### src/hw/rtl/assert_macros.svh
// Assertion macros used by the top-level RTL file of the block word decoder.
`ifndef ASSERT_MACROS_SVH
`define ASSERT_MACROS_SVH

// Clocked assertion with a synchronous reset that disables the check.
`define GCBWD_ASSERT(label, clock, reset, prop, msg) \
  label: assert property (@(posedge clock) disable iff (reset) prop) else $error(msg);

// Same, on the usual clk and rst of a module.
`define GCBWD_CHECK(label, prop, msg) `GCBWD_ASSERT(label, clk, rst, prop, msg)

`endif

### src/hw/rtl/gcbwd_pkg.sv
// Package: types, codes and constants of the G-code block word decoder.
`timescale 1ns / 1ps
`default_nettype none

package gcbwd_pkg;

  localparam int VALUE_WIDTH_DEF = 32;
  localparam int NUM_PARAMS      = 15;
  localparam int NUM_GROUPS      = 13;
  localparam int SLOT_W          = 4;
  localparam int N_W             = 7;

  localparam logic [SLOT_W-1:0] SUMMARY_INDEX = 4'd15;

  // floor(v / 1000) = (v * DIV1000_MUL) >> DIV1000_SHIFT for 0 <= v < 100000
  localparam logic [17:0] DIV1000_MUL   = 18'd134218;
  localparam int          DIV1000_SHIFT = 27;
  localparam logic signed [31:0] N_RANGE_LOW  = -32'sd999;
  localparam logic signed [31:0] N_RANGE_HIGH = 32'sd99999;

  localparam logic signed [31:0] G_FEED_THROTTLE = 32'sd94100;
  localparam logic signed [31:0] G_FEED_ADC      = 32'sd94200;
  localparam logic signed [31:0] G_FEED_STABLE   = 32'sd95100;
  localparam logic [N_W-1:0]     G_COORD_FIRST   = 7'd54;

  // block status
  localparam logic [2:0] STATUS_OK         = 3'd0;
  localparam logic [2:0] STATUS_BAD_LETTER = 3'd1;
  localparam logic [2:0] STATUS_BAD_G      = 3'd2;
  localparam logic [2:0] STATUS_CONFLICT   = 3'd3;
  localparam logic [2:0] STATUS_DUP_PARAM  = 3'd4;

  // mode codes
  localparam logic [2:0] MOTION_RAPID  = 3'd1;
  localparam logic [2:0] MOTION_LINEAR = 3'd2;
  localparam logic [2:0] MOTION_CW     = 3'd3;
  localparam logic [2:0] MOTION_CCW    = 3'd4;
  localparam logic [2:0] MOTION_THREAD = 3'd5;
  localparam logic [2:0] FEED_PER_MIN  = 3'd1;
  localparam logic [2:0] FEED_PER_REV  = 3'd2;
  localparam logic [2:0] FEED_THROTTLE = 3'd3;
  localparam logic [2:0] FEED_ADC      = 3'd4;
  localparam logic [2:0] FEED_STABLE   = 3'd5;
  localparam logic [2:0] PLANE_XY      = 3'd1;
  localparam logic [2:0] PLANE_ZX      = 3'd2;
  localparam logic [2:0] PLANE_YZ      = 3'd3;
  localparam logic [2:0] UNITS_INCH    = 3'd1;
  localparam logic [2:0] UNITS_METRIC  = 3'd2;
  localparam logic [2:0] CYCLE_CANCEL  = 3'd1;
  localparam logic [2:0] CYCLE_DRILL   = 3'd2;
  localparam logic [2:0] CYCLE_PAUSE   = 3'd3;
  localparam logic [2:0] CYCLE_DEEP    = 3'd4;
  localparam logic [2:0] RETURN_HIGH   = 3'd1;
  localparam logic [2:0] RETURN_LOW    = 3'd2;
  localparam logic [2:0] DIST_ABS      = 3'd1;
  localparam logic [2:0] DIST_INC      = 3'd2;

  // modal group masks
  localparam logic [NUM_GROUPS-1:0] GRP_MOVE  = 13'h0001;
  localparam logic [NUM_GROUPS-1:0] GRP_DIST  = 13'h0002;
  localparam logic [NUM_GROUPS-1:0] GRP_UNITS = 13'h0004;
  localparam logic [NUM_GROUPS-1:0] GRP_FEED  = 13'h0008;
  localparam logic [NUM_GROUPS-1:0] GRP_COORD = 13'h0010;
  localparam logic [NUM_GROUPS-1:0] GRP_TLEN  = 13'h0020;
  localparam logic [NUM_GROUPS-1:0] GRP_TRAD  = 13'h0040;
  localparam logic [NUM_GROUPS-1:0] GRP_RET   = 13'h0080;
  localparam logic [NUM_GROUPS-1:0] GRP_PLANE = 13'h0100;
  localparam logic [NUM_GROUPS-1:0] GRP_STOP  = 13'h0200;
  localparam logic [NUM_GROUPS-1:0] GRP_TCHG  = 13'h0400;
  localparam logic [NUM_GROUPS-1:0] GRP_SPIN  = 13'h0800;
  localparam logic [NUM_GROUPS-1:0] GRP_COOL  = 13'h1000;

  // letters
  localparam logic [7:0] LTR_G = 8'h47;
  localparam logic [7:0] LTR_M = 8'h4D;
  localparam logic [7:0] LTR_N = 8'h4E;
  localparam logic [7:0] LTR_C = 8'h43;
  localparam logic [7:0] LTR_X = 8'h58;
  localparam logic [7:0] LTR_Y = 8'h59;
  localparam logic [7:0] LTR_Z = 8'h5A;
  localparam logic [7:0] LTR_A = 8'h41;
  localparam logic [7:0] LTR_B = 8'h42;
  localparam logic [7:0] LTR_I = 8'h49;
  localparam logic [7:0] LTR_J = 8'h4A;
  localparam logic [7:0] LTR_K = 8'h4B;
  localparam logic [7:0] LTR_F = 8'h46;
  localparam logic [7:0] LTR_P = 8'h50;
  localparam logic [7:0] LTR_Q = 8'h51;
  localparam logic [7:0] LTR_S = 8'h53;
  localparam logic [7:0] LTR_R = 8'h52;
  localparam logic [7:0] LTR_D = 8'h44;
  localparam logic [7:0] LTR_L = 8'h4C;

  typedef struct packed {
    logic               cmd;
    logic [7:0]         letter;
    logic signed [31:0] word_value;
  } item_t;

  typedef struct packed {
    logic [2:0]         status;
    logic [2:0]         motion_mode;
    logic [2:0]         feed_sel;
    logic [1:0]         plane_sel;
    logic [1:0]         unit_sel;
    logic [2:0]         canned_cycle;
    logic [1:0]         return_level;
    logic [3:0]         mode_flags;
    logic [2:0]         work_offset;
    logic [3:0]         param_index;
    logic signed [31:0] param_value;
    logic               last;
  } result_t;

  typedef enum logic [3:0] {
    ACT_BAD_LETTER,
    ACT_BAD_G,
    ACT_SKIP,
    ACT_PARAM,
    ACT_MOTION,
    ACT_FEED,
    ACT_PLANE,
    ACT_UNITS,
    ACT_COORD,
    ACT_CYCLE,
    ACT_RETURN,
    ACT_DIST,
    ACT_DWELL,
    ACT_G53
  } act_t;

  typedef struct packed {
    logic [NUM_GROUPS-1:0] grp_mask;
    act_t                  act;
    logic [2:0]            code;
    logic [SLOT_W-1:0]     slot;
  } word_dec_t;

  typedef enum logic [1:0] {
    ST_IDLE,
    ST_WORD,
    ST_SUM,
    ST_PARAM
  } state_t;

endpackage

`default_nettype wire

### src/hw/rtl/gcbwd_ram.sv
// Generic single-port-write, single-port-read RAM with registered read data.
`timescale 1ns / 1ps
`default_nettype none

module gcbwd_ram #(
  parameter int WIDTH = 32,
  parameter int DEPTH = 16
) (
  input  wire logic                     clk,
  input  wire logic                     we,
  input  wire logic [$clog2(DEPTH)-1:0] waddr,
  input  wire logic [WIDTH-1:0]         wdata,
  input  wire logic                     re,
  input  wire logic [$clog2(DEPTH)-1:0] raddr,
  output logic      [WIDTH-1:0]         rdata
);

  logic [WIDTH-1:0] mem [DEPTH];

  always_ff @(posedge clk) begin
    if (we) begin
      mem[waddr] <= wdata;
    end
    if (re) begin
      rdata <= mem[raddr];
    end
  end

endmodule

`default_nettype wire

### src/hw/rtl/gcbwd_word_dec.sv
// Word decoder: modal group, action and parameter slot of one G-code word.
`timescale 1ns / 1ps
`default_nettype none

module gcbwd_word_dec (
  input  wire logic [7:0]                letter,
  input  wire logic signed [31:0]        word_value,
  input  wire logic [gcbwd_pkg::N_W-1:0] num,
  input  wire logic                      num_ok,
  output gcbwd_pkg::word_dec_t           dec
);

  import gcbwd_pkg::*;

  always_comb begin
    dec          = '0;
    dec.act      = ACT_BAD_LETTER;
    dec.grp_mask = '0;
    case (letter)
      LTR_G: begin
        dec.act = ACT_BAD_G;
        if (word_value == G_FEED_THROTTLE) begin
          dec.grp_mask = GRP_FEED;
          dec.act      = ACT_FEED;
          dec.code     = FEED_THROTTLE;
        end else if (word_value == G_FEED_ADC) begin
          dec.grp_mask = GRP_FEED;
          dec.act      = ACT_FEED;
          dec.code     = FEED_ADC;
        end else if (word_value == G_FEED_STABLE) begin
          dec.grp_mask = GRP_FEED;
          dec.act      = ACT_FEED;
          dec.code     = FEED_STABLE;
        end else if (num_ok) begin
          case (num) inside
            7'd0: begin
              dec.grp_mask = GRP_MOVE; dec.act = ACT_MOTION; dec.code = MOTION_RAPID;
            end
            7'd1: begin
              dec.grp_mask = GRP_MOVE; dec.act = ACT_MOTION; dec.code = MOTION_LINEAR;
            end
            7'd2: begin
              dec.grp_mask = GRP_MOVE; dec.act = ACT_MOTION; dec.code = MOTION_CW;
            end
            7'd3: begin
              dec.grp_mask = GRP_MOVE; dec.act = ACT_MOTION; dec.code = MOTION_CCW;
            end
            7'd32: begin
              dec.grp_mask = GRP_MOVE; dec.act = ACT_MOTION; dec.code = MOTION_THREAD;
            end
            7'd4: begin
              dec.act = ACT_DWELL;
            end
            7'd17: begin
              dec.grp_mask = GRP_PLANE; dec.act = ACT_PLANE; dec.code = PLANE_XY;
            end
            7'd18: begin
              dec.grp_mask = GRP_PLANE; dec.act = ACT_PLANE; dec.code = PLANE_ZX;
            end
            7'd19: begin
              dec.grp_mask = GRP_PLANE; dec.act = ACT_PLANE; dec.code = PLANE_YZ;
            end
            7'd20: begin
              dec.grp_mask = GRP_UNITS; dec.act = ACT_UNITS; dec.code = UNITS_INCH;
            end
            7'd21: begin
              dec.grp_mask = GRP_UNITS; dec.act = ACT_UNITS; dec.code = UNITS_METRIC;
            end
            7'd53: begin
              dec.act = ACT_G53;
            end
            [7'd54:7'd58]: begin
              dec.grp_mask = GRP_COORD;
              dec.act      = ACT_COORD;
              dec.code     = 3'(num - (G_COORD_FIRST - 7'd1));
            end
            7'd80: begin
              dec.grp_mask = GRP_MOVE; dec.act = ACT_CYCLE; dec.code = CYCLE_CANCEL;
            end
            7'd81: begin
              dec.grp_mask = GRP_MOVE; dec.act = ACT_CYCLE; dec.code = CYCLE_DRILL;
            end
            7'd82: begin
              dec.grp_mask = GRP_MOVE; dec.act = ACT_CYCLE; dec.code = CYCLE_PAUSE;
            end
            7'd83: begin
              dec.grp_mask = GRP_MOVE; dec.act = ACT_CYCLE; dec.code = CYCLE_DEEP;
            end
            [7'd84:7'd89]: begin
              dec.grp_mask = GRP_MOVE;
            end
            7'd90: begin
              dec.grp_mask = GRP_DIST; dec.act = ACT_DIST; dec.code = DIST_ABS;
            end
            7'd91: begin
              dec.grp_mask = GRP_DIST; dec.act = ACT_DIST; dec.code = DIST_INC;
            end
            7'd94: begin
              dec.grp_mask = GRP_FEED; dec.act = ACT_FEED; dec.code = FEED_PER_MIN;
            end
            7'd95: begin
              dec.grp_mask = GRP_FEED; dec.act = ACT_FEED; dec.code = FEED_PER_REV;
            end
            7'd98: begin
              dec.grp_mask = GRP_RET; dec.act = ACT_RETURN; dec.code = RETURN_HIGH;
            end
            7'd99: begin
              dec.grp_mask = GRP_RET; dec.act = ACT_RETURN; dec.code = RETURN_LOW;
            end
            7'd43, 7'd44, 7'd49: begin
              dec.grp_mask = GRP_TLEN;
            end
            [7'd40:7'd42]: begin
              dec.grp_mask = GRP_TRAD;
            end
            default: begin
              dec.grp_mask = '0;
            end
          endcase
        end
      end
      LTR_M: begin
        dec.act = ACT_SKIP;
        if (num_ok) begin
          case (num) inside
            7'd0, 7'd1, 7'd2, 7'd30, 7'd60: dec.grp_mask = GRP_STOP;
            7'd6:                           dec.grp_mask = GRP_TCHG;
            [7'd3:7'd5]:                    dec.grp_mask = GRP_SPIN;
            [7'd7:7'd9]:                    dec.grp_mask = GRP_COOL;
            default:                        dec.grp_mask = '0;
          endcase
        end
      end
      LTR_N, LTR_C: dec.act = ACT_SKIP;
      LTR_X: begin dec.act = ACT_PARAM; dec.slot = 4'd0;  end
      LTR_Y: begin dec.act = ACT_PARAM; dec.slot = 4'd1;  end
      LTR_Z: begin dec.act = ACT_PARAM; dec.slot = 4'd2;  end
      LTR_A: begin dec.act = ACT_PARAM; dec.slot = 4'd3;  end
      LTR_B: begin dec.act = ACT_PARAM; dec.slot = 4'd4;  end
      LTR_I: begin dec.act = ACT_PARAM; dec.slot = 4'd5;  end
      LTR_J: begin dec.act = ACT_PARAM; dec.slot = 4'd6;  end
      LTR_K: begin dec.act = ACT_PARAM; dec.slot = 4'd7;  end
      LTR_F: begin dec.act = ACT_PARAM; dec.slot = 4'd8;  end
      LTR_P: begin dec.act = ACT_PARAM; dec.slot = 4'd9;  end
      LTR_Q: begin dec.act = ACT_PARAM; dec.slot = 4'd10; end
      LTR_S: begin dec.act = ACT_PARAM; dec.slot = 4'd11; end
      LTR_R: begin dec.act = ACT_PARAM; dec.slot = 4'd12; end
      LTR_D: begin dec.act = ACT_PARAM; dec.slot = 4'd13; end
      LTR_L: begin dec.act = ACT_PARAM; dec.slot = 4'd14; end
      default: dec.act = ACT_BAD_LETTER;
    endcase
  end

endmodule

`default_nettype wire

### src/hw/rtl/gcode_block_word_decoder.sv
// Top level: G-code block word decoder with modal group check and parameter store.
//
// Input channel item/item_valid/item_stall: one beat per word (cmd 0) or per
// end of block (cmd 1). Output channel result/result_valid/result_stall.
// For a word beat, the accept cycle registers the word and its
// G/M number (value/1000 by reciprocal multiply), the next cycle decodes it,
// updates the mode registers and writes a parameter into the value RAM.
// Word beats give no result. An end beat gives a mode summary beat, then one
// beat per stored parameter in index order, the final one with last set.
// The summary beat is loaded in the summary state after the end beat and each
// parameter beat in the parameter state (one RAM read per beat); no new input
// beat is taken until the last parameter beat has been loaded.
// The first error of a block is latched and later words are ignored; the
// summary and parameter beats report it and the final beat clears the block.
// Reset clears all mode and flag state and the output valid; the value
// RAM is not cleared, only entries written in the current block are read.
// A stall on the output holds the result register and pauses the readout;
// a word beat can be taken while the final result still waits.
`timescale 1ns / 1ps
`default_nettype none
`include "assert_macros.svh"

module gcode_block_word_decoder #(
  parameter int VALUE_WIDTH = gcbwd_pkg::VALUE_WIDTH_DEF
) (
  input  wire logic              clk,
  input  wire logic              rst,
  input  wire logic              item_valid,
  output logic                   item_stall,
  input  wire gcbwd_pkg::item_t  item,
  output logic                   result_valid,
  input  wire logic              result_stall,
  output gcbwd_pkg::result_t     result
);

  import gcbwd_pkg::*;

  function automatic logic [SLOT_W-1:0] first_set(input logic [NUM_PARAMS-1:0] m);
    logic [SLOT_W-1:0] idx;
    idx = '0;
    for (int i = NUM_PARAMS - 1; i >= 0; i--) begin
      if (m[i]) begin
        idx = SLOT_W'(i);
      end
    end
    return idx;
  endfunction

  state_t state, state_next;

  logic [7:0]            letter_q;
  logic signed [31:0]    value_q;
  logic [N_W-1:0]        num_q;
  logic                  num_ok_q;

  logic [NUM_GROUPS-1:0] seen;
  logic [NUM_PARAMS-1:0] present;
  logic [NUM_PARAMS-1:0] pend;
  logic [SLOT_W-1:0]     cur_slot;
  logic [2:0]            motion, feed, cycle, coord, err;
  logic [1:0]            plane, units, ret;
  logic [3:0]            flags;

  logic [34:0]           div_prod;
  logic                  item_acc;
  logic                  out_free;
  logic                  ld_sum, ld_par, ld_last;
  logic                  word_live, word_dead, conflict;
  logic                  ram_we, ram_re;
  logic [SLOT_W-1:0]     ram_raddr;
  logic [SLOT_W-1:0]     next_slot;
  logic [VALUE_WIDTH-1:0] ram_rdata;
  logic signed [VALUE_WIDTH-1:0] ram_wdata, rd_value;
  word_dec_t             dec;

  assign item_acc  = item_valid && !item_stall;
  assign out_free  = !result_valid || !result_stall;
  assign div_prod  = 35'(item.word_value[16:0]) * 35'(DIV1000_MUL);
  assign word_live = (state == ST_WORD) && (err == STATUS_OK);
  assign word_dead = (state == ST_WORD) && (err != STATUS_OK);
  assign conflict  = |(seen & dec.grp_mask);
  assign ram_wdata = VALUE_WIDTH'(value_q);
  assign rd_value  = ram_rdata;
  assign next_slot = (state == ST_SUM) ? first_set(present) : first_set(pend);

  gcbwd_word_dec u_dec (
    .letter     (letter_q),
    .word_value (value_q),
    .num        (num_q),
    .num_ok     (num_ok_q),
    .dec        (dec)
  );

  gcbwd_ram #(
    .WIDTH (VALUE_WIDTH),
    .DEPTH (NUM_PARAMS)
  ) u_values (
    .clk   (clk),
    .we    (ram_we),
    .waddr (dec.slot),
    .wdata (ram_wdata),
    .re    (ram_re),
    .raddr (ram_raddr),
    .rdata (ram_rdata)
  );

  always_comb begin
    state_next = state;
    case (state)
      ST_IDLE:  if (item_acc) state_next = item.cmd ? ST_SUM : ST_WORD;
      ST_WORD:  state_next = ST_IDLE;
      ST_SUM:   if (out_free) state_next = (present == '0) ? ST_IDLE : ST_PARAM;
      ST_PARAM: if (out_free && pend == '0) state_next = ST_IDLE;
      default:  state_next = ST_IDLE;
    endcase
  end

  always_comb begin
    item_stall = (state != ST_IDLE);
    ld_sum     = (state == ST_SUM) && out_free;
    ld_par     = (state == ST_PARAM) && out_free;
    ld_last    = (ld_sum && present == '0) || (ld_par && pend == '0);
    ram_we     = word_live && !conflict && dec.act == ACT_PARAM && !present[dec.slot];
    ram_re     = ld_sum || (ld_par && pend != '0);
    ram_raddr  = next_slot;
  end

  always_ff @(posedge clk) begin
    if (item_acc) begin
      letter_q <= item.letter;
      value_q  <= item.word_value;
      if (item.word_value >= 32'sd0 && item.word_value <= N_RANGE_HIGH) begin
        num_q    <= div_prod[DIV1000_SHIFT +: N_W];
        num_ok_q <= 1'b1;
      end else begin
        num_q    <= '0;
        num_ok_q <= (item.word_value >= N_RANGE_LOW) && (item.word_value < 32'sd0);
      end
    end
    if (ld_sum) begin
      result.status       <= err;
      result.motion_mode  <= motion;
      result.feed_sel     <= feed;
      result.plane_sel    <= plane;
      result.unit_sel     <= units;
      result.canned_cycle <= cycle;
      result.return_level <= ret;
      result.mode_flags   <= flags;
      result.work_offset  <= coord;
      result.param_index  <= SUMMARY_INDEX;
      result.param_value  <= '0;
      result.last         <= ld_last;
    end else if (ld_par) begin
      result.status       <= err;
      result.motion_mode  <= '0;
      result.feed_sel     <= '0;
      result.plane_sel    <= '0;
      result.unit_sel     <= '0;
      result.canned_cycle <= '0;
      result.return_level <= '0;
      result.mode_flags   <= '0;
      result.work_offset  <= '0;
      result.param_index  <= cur_slot;
      result.param_value  <= 32'(rd_value);
      result.last         <= ld_last;
    end
  end

  always_ff @(posedge clk) begin
    if (rst) begin
      state        <= ST_IDLE;
      result_valid <= 1'b0;
      seen         <= '0;
      present      <= '0;
      pend         <= '0;
      cur_slot     <= '0;
      motion       <= '0;
      feed         <= '0;
      plane        <= '0;
      units        <= '0;
      cycle        <= '0;
      ret          <= '0;
      flags        <= '0;
      coord        <= '0;
      err          <= STATUS_OK;
    end else begin
      state <= state_next;
      if (ld_sum || ld_par) begin
        result_valid <= 1'b1;
      end else if (!result_stall) begin
        result_valid <= 1'b0;
      end
      if (ram_re) begin
        cur_slot <= next_slot;
        pend     <= ((state == ST_SUM) ? present : pend)
                    & ~(NUM_PARAMS'(1) << next_slot);
      end
      if (word_live) begin
        if (conflict) begin
          err <= STATUS_CONFLICT;
        end else begin
          seen <= seen | dec.grp_mask;
          case (dec.act)
            ACT_BAD_LETTER: err    <= STATUS_BAD_LETTER;
            ACT_BAD_G:      err    <= STATUS_BAD_G;
            ACT_SKIP:       err    <= STATUS_OK;
            ACT_PARAM: begin
              if (present[dec.slot]) begin
                err <= STATUS_DUP_PARAM;
              end else begin
                present[dec.slot] <= 1'b1;
              end
            end
            ACT_MOTION:     motion <= dec.code;
            ACT_FEED:       feed   <= dec.code;
            ACT_PLANE:      plane  <= dec.code[1:0];
            ACT_UNITS:      units  <= dec.code[1:0];
            ACT_COORD:      coord  <= dec.code;
            ACT_CYCLE:      cycle  <= dec.code;
            ACT_RETURN:     ret    <= dec.code[1:0];
            ACT_DIST:       flags  <= {dec.code[1:0], flags[1:0]};
            ACT_DWELL:      flags  <= flags | 4'b0001;
            ACT_G53:        flags  <= flags | 4'b0010;
            default:        err    <= STATUS_BAD_LETTER;
          endcase
        end
      end
      if (ld_last) begin
        seen    <= '0;
        present <= '0;
        motion  <= '0;
        feed    <= '0;
        plane   <= '0;
        units   <= '0;
        cycle   <= '0;
        ret     <= '0;
        flags   <= '0;
        coord   <= '0;
        err     <= STATUS_OK;
      end
    end
  end

  `GCBWD_CHECK(a_par_present, ld_par |-> present[cur_slot], "readout of an absent parameter")
  `GCBWD_CHECK(a_no_write_in_dump, ram_we |-> (pend == '0), "value write during readout")
  `GCBWD_CHECK(a_err_keeps_present, word_dead |=> $stable(present), "word after error stored")
  `GCBWD_CHECK(a_err_keeps_seen, word_dead |=> $stable(seen), "word after error took a group")

endmodule

`default_nettype wire
### config.mk
export PLATFORM = sky130hd
export DESIGN_NAME = gcode_block_word_decoder
export DESIGN_NICKNAME = d
export VERILOG_FILES = /design/src/hw/rtl/gcbwd_pkg.sv /design/src/hw/rtl/gcbwd_ram.sv /design/src/hw/rtl/gcbwd_word_dec.sv /design/src/hw/rtl/gcode_block_word_decoder.sv
export VERILOG_INCLUDE_DIRS = /design/src /design/src/hw/rtl
export SDC_FILE = /design/constraint.sdc
export NUM_CORES = 1
export LEC_CHECK = 0
export BUFFER_PORTS_ARGS = -buffer_cell sky130_fd_sc_hd__buf_4
export CORE_MARGIN = 3
export CORE_UTILIZATION = 35
export DETAILED_ROUTE_END_ITERATION = 6
export PLACE_DENSITY = 0.57
export SYNTH_ARGS = -nofsm -noshare
export SYNTH_HDL_FRONTEND = slang
export SYNTH_SLANG_ARGS = --single-unit
### constraint.sdc
create_clock -name clk -period 5.95 [get_ports clk]
set_input_delay 0.2975 -clock clk [delete_from_list [all_inputs] [get_ports clk]]
set_output_delay 0.2975 -clock clk [all_outputs]
set_load 0.01 [all_outputs]
# Word level (Yosys, flattened, before mapping)
# Memories as Yosys holds them, arrays and structs flattened. A register that Yosys moved wholly into a read port is not among the register bits.
# Index checks and enable logic that the tools add are counted.
word_totals:
  ff_bits: 185
  mem_bits_rw: 480
  elab_cells: 330
  memories: 1
  output_inout_bits: 64
mem_list:
  columns: ["name", "depth", "word_bits", "rd", "rd_ports_with_merged_regs", "write_ports", "line_no", "source"]
  rows:
  - ["u_values.mem", 15, 32, 1, 1, 1, "gcbwd_ram.sv:18", "logic [WIDTH-1:0] mem [DEPTH];"]
classes:
  eq_ne: 71
  n_reduce_logical: 57
  n_shift: 1
  muxes: 139
  n_mul: 1
  n_bitwise: 10
  n_lt_le_gt_ge: 16
  add_sub_neg: 1
ops:
  columns: ["cell", "n"]
  rows:
  - ["13-bit 2-to-1 mux", 30]
  - ["4-bit 2-to-1 mux", 55]
  - ["8-bit by 7-bit == test with 1-bit output, second input constant", 19]
  - ["62-bit 2-to-1 mux", 2]
  - ["32-bit by 18-bit == test with 1-bit output, second input constant", 3]
  - ["20-bit 2-to-1 mux", 4]
  - ["3-bit 2-to-1 mux", 26]
  - ["7-bit == test, second input constant", 10]
  - ["4-bit case mux with 14 select lines", 1]
  - ["7-bit by 5-bit == test with 1-bit output, second input constant", 6]
  - ["7-bit by 6-bit == test with 1-bit output, second input constant", 6]
  - ["17-bit by 17-bit multiplier with 33-bit output, second input constant", 1]
  - ["32-bit by 1-bit >= comparator with 1-bit output, second input constant", 1]
  - ["32-bit by 11-bit >= comparator with 1-bit output, second input constant", 1]
  - ["32-bit by 18-bit <= comparator with 1-bit output, second input constant", 1]
  - ["32-bit by 1-bit less-than comparator with 1-bit output, second input constant", 1]
  - ["15-bit logical NOT", 2]
  - ["3-bit AND reduction", 9]
  - ["13-bit case mux with 2 select lines", 1]
  - ["4-bit == test, second input constant", 6]
  - ["4-bit case mux with 3 select lines", 2]
  - ["1-bit logical AND", 19]
  - ["4-bit by 3-bit == test with 1-bit output, second input constant", 4]
  - ["15-bit AND", 1]
  - ["other kinds (51)", 85]

# Logic depth before layout (Yosys ltp)
depth:
  word_depth: 41
  ltp_mapped: 19
  ltp_nobuf: 19

# Modules after synthesis
# A second synthesis with hierarchy kept.
unflattened:
  cells_unflattened: 2244
  hier_area_um2: 31763.0
modules_own_cells:
  columns: ["module", "area_each_um2", "instances", "seq_area_each_um2", "cells_per_inst"]
  rows:
  - ["gcbwd_ram", 19204.7, 1, 15374.7, 886]
  - ["gcode_block_word_decoder", 11053.1, 1, 4444.3, 1109]
  - ["gcbwd_word_dec", 1505.2, 1, 0.0, 249]

# Worst setup path after synthesis
# No wires, ideal clock.
synth_path:
  kind: "register -> register"
  start: "register letter_q[0]"
  end: "memory u_values.mem[3][0], enable pin"
  required_time_ns: 5.489
  setup_ns: 0.461
  path_stages_with_launch: 10
  t_arrival_ns: 4.554
  path_buffers: 1
  synth_period_minus_slack_ns: 5.015
  slack_ns: 0.935
  cell_sequence: "edfxtp_1 > or4b_2 > o211ai_1 > a2bb2oi_1 > nand2b_1 > mux2_2 > o311a_1 > nand3_1 > clkbuf_1 > nor3_1"
synth_between:
  elab_chain_len: 10
synth_lines:
  columns: ["element", "line_no", "source"]
  rows:
  - ["start, declared", "gcode_block_word_decoder.sv:51", "logic [7:0] letter_q;"]
  - ["start signal, assigned", "gcode_block_word_decoder.sv:130", "letter_q <= item.letter;"]
  - ["branches (longest 10 deep; another with 4-bit case mux with 14 select lines)", null, null]
  - ["end, declared", "gcbwd_ram.sv:18", null]
# Several ways; the timed one is not identified. The select of a mux whose other input is x is not followed.

# Worst setup path after layout
layout_path:
  start: "input port item[5] in the netlist's numbering"
  end: "register num_q[5], data pin"
layout_between:
  elab_chain_len: 2
layout_lines:
  columns: ["element", "line_no", "source"]
  rows:
  - ["start, declared", "gcode_block_word_decoder.sv:30", "input wire gcbwd_pkg::item_t item,"]
  - ["branches (longest 2 deep; another with 17-bit by 17-bit multiplier with 33-bit output)", null, null]
  - ["end signal, assigned", "gcode_block_word_decoder.sv:133", "num_q <= div_prod[DIV1000_SHIFT +: N_W];"]
  - ["end, declared", "gcode_block_word_decoder.sv:53", "logic [N_W-1:0] num_q;"]
# Several ways; the timed one is not identified.
# A chain may end at the register's enable or synchronous reset.

==> impl_metrics.toml <==
[drt]
vias = 21600
drc = 0
drt_wl_total_um = 85500
ant_nets = 0
drtIter0Drc = 1879
avgRoutedWirePerCell_um = 20.5
vias_per_cell = 5.18
dr.pass1.iters = 5

[grt]
globalRouteTotalUtil = 0.173
grt_pass1_wl_um = 130000
antenna_found_initial = 8
grt.overflow.total = 0
grt_max_degree = 103
grt_pass1_vias = 21000

[logic_synthesis]
avgSynthCellArea_um2 = 12.0
synth_edf_count = 586
muxShareOfSynthArea = 0.0467
yosysTopAreaCell = "edfxtp_1"
synth_top_family_by_area = "simple AND/OR/NAND/NOR gates"
synth_cells = 2745
ys_seq_area_frac = 0.603
synth_seq_cells = 697
synth_top_area_frac = 0.536
yosys.area_share.simple = 0.143
synth_xor_area_frac = 0.00213
ys_top_cells_by_area = "edfxtp_1 (54%), dfxtp_1 (6.8%), ha_1 (6.1%)"
synth_ff_type = "edfxtp_1"
synth_cell_type_count = 96
synth_area_mm2 = 0.0328
syn-num-nets = 2992
synth_fa_ha_area_frac = 0.0865
async_flop_share = 0
synth_compound_area_frac = 0.0812
yosysWarnings = 0

[cts]
cts_resized = 0
htreeDepth = 3
cts_buffers = 76
cts_max_path_buffers = 3
cts_tree = "yes"
cts_root_buf = "clkbuf_16"
clock-sinks = 697
clk_pin_slew_worst_paths_ps = 60
clk_latency_ps = 630
post-cts-setup-buffers = 0

[sta]
skew_ps = 26.5
fmax_mhz = 190
finalMaxSlewViolations = 0
period_share = 0.886
tns_ps = 0
relSlewSlack = 0.240
rsz0062_at_grt = "no"
tightest_slew_ps = 1130
finalSetupViolations = 0
hold_violations = 0
final.min_clock_period_ps = 5270

[worst_setup_path]
worstPathRequired_ps = 6270
startpoint = "item[5]"
worst-endpoint-arrival_ps = 5590
critPathKind = "in -> reg"
regToRegStartpoint = "letter_q[3]"
end_kind = "flop"
start_kind = "input pin"
crit_fanout = 9

[floorplan]
rows = 111
ios = 109
die_w_um = 312
coreArea_mm2 = 0.0924
die_area_mm2 = 0.0976
die_h_um = 312
initial_core_util = 0.356

[pwr]
p_seq_frac = 0.489
power.switching_uw = 3040
powerDensity_mw_per_mm2 = 309
p_leak_uw = 0.0134
cell_internal_pwr_uw = 8700
combPwrFrac = 0.125
netSwitchingFraction = 0.259
p_clk_frac = 0.386
ir_worst_vdd_v = 0.000174

[finish]
final_common_cell = "edfxtp_1"
layout_common_cells = "edfxtp_1 (586), nand2_1 (318), nor2_1 (263)"
utilization = 0.411
synthToLayoutAreaGrowth_pct = 15.5
fillers = 8655
final_nets = 3121
drive_gt1_frac = 0.118

[min_path]
hold_start = "rst"
hold_class = "in -> reg"

[placement]
gp_congestion = 0.831
dp_hpwl_um = 51600
place.port_buffers = 108

[run]
maxCapViolations = 0

[outcome]
status = "finished, final reports clean"
power by group through the flow:
stage                     sequential [uW]  clock, uW  combinational (uW)
after floorplan                      5760          0                 939
after global placement               5830          0                1450
after detailed placement             5840          0                1460
after CTS                            5740       4630                1500
after global routing                 5760       4840                1700
final                                5730       4530                1470
cell families after synthesis:
logic type	Yosys count
simple gates	975
fa+ha+maj	202
flops	697
xor+xnor	8
mux	152
compound gates	408
buf+inv	303
cell type report:
cell class	count	area, um2	area share
Multi-Input combinational cell	1745	11900	0.314
Timing Repair Buffer	200	1680	0.0443
Antenna cell	4	10.0	0.000264
Tap cell	1243	1560	0.0410
Inverter	154	578	0.0152
Clock inverter	29	299	0.00788
Sequential cell	697	19800	0.522
Clock buffer	108	2070	0.0546
path summary, 6_finish.rpt:
| kind | end | slack [ps] | cells after the start |
|---|---|---|---|
| setup / recovery | num_q[5] | 680 | 20 |
| setup reg to reg | u_values.mem[12][15] | 1440 | 9 |
| hold / removal | result_valid | 50 | 2 |
| hold reg to reg | result[2] | 430 | 2 |
sequential cells by signal (all words and copies together), names as in the netlist, 7 cells and up:
name,flops
u_values.rdata,32
present,15
pend,15
result,62
seen,13
u_values.mem,480
num_q,7
letter_q,8
ram_wdata,32
metrics by stage:
step	std cells	hold WS, ps	area, um2	total power, uW	setup slack [ps]
2_1_floorplan	2745	374	32800	6700	935
3_3_place_gp	3997	425	35100	7280	719
3_5_place_dp	3997	430	35100	7300	606
4_1_cts	4176	11.8	37900	11900	742
5_1_grt	4176	31.3	37900	12300	288
6_report	4180	48.6	38000	11700	680
worst max-delay path, stage by stage:
cell           delay [ps]
dlygate4sd3_1         550
buf_4                 200
inv_1                  90
ha_1                  280
ha_1                  130
inv_1                  50
fa_1                  530
inv_1                  40
ha_1                  310
fa_1                  510
fa_1                  490
ha_1                  320
a211oi_1              340
o211ai_1              140
a21oi_1               150
o211ai_1              200
a211oi_1              450
o21bai_1              160
a211oi_1              280
nor3_1                 70
per-layer routing:
metal  routed length [um]  global-route usage  vias up
met1                37800               0.236    10600
met3                 5330              0.0294      101
met2                40600               0.283      624
met5                   14                   0        -
li1                     -                   -    10300
met4                 1840              0.0531        2
timing repair:
action	CTS	global route
hold buffers	42	0
endpoints found under the setup margin	0	0
hold endpoints to repair	42	0
Yosys cell counts (all sizes together), types with 5 or more instances:
library cell	number
edfxtp	586
nand2	320
nor2	266
ha	160
inv	153
o21ai	146
mux2i	141
nand3	133
clkbuf	112
dfxtp	111
a21oi	69
nor3	44
fa	42
a221oi	39
o22ai	37
buf	36
and3	34
nor4	26
nor2b	23
nand4	20
and2	17
nand2b	15
o41ai	14
a211oi	13
nor3b	12
or4	12
mux2	11
a31oi	10
o211ai	10
or2	9
o2111ai	8
or3	8
a21o	7
nor4b	7
nand3b	6
xnor2	6
a22o	5
a32o	5
o21a	5
No activity file was read; power rests on OpenSTA's default activity.
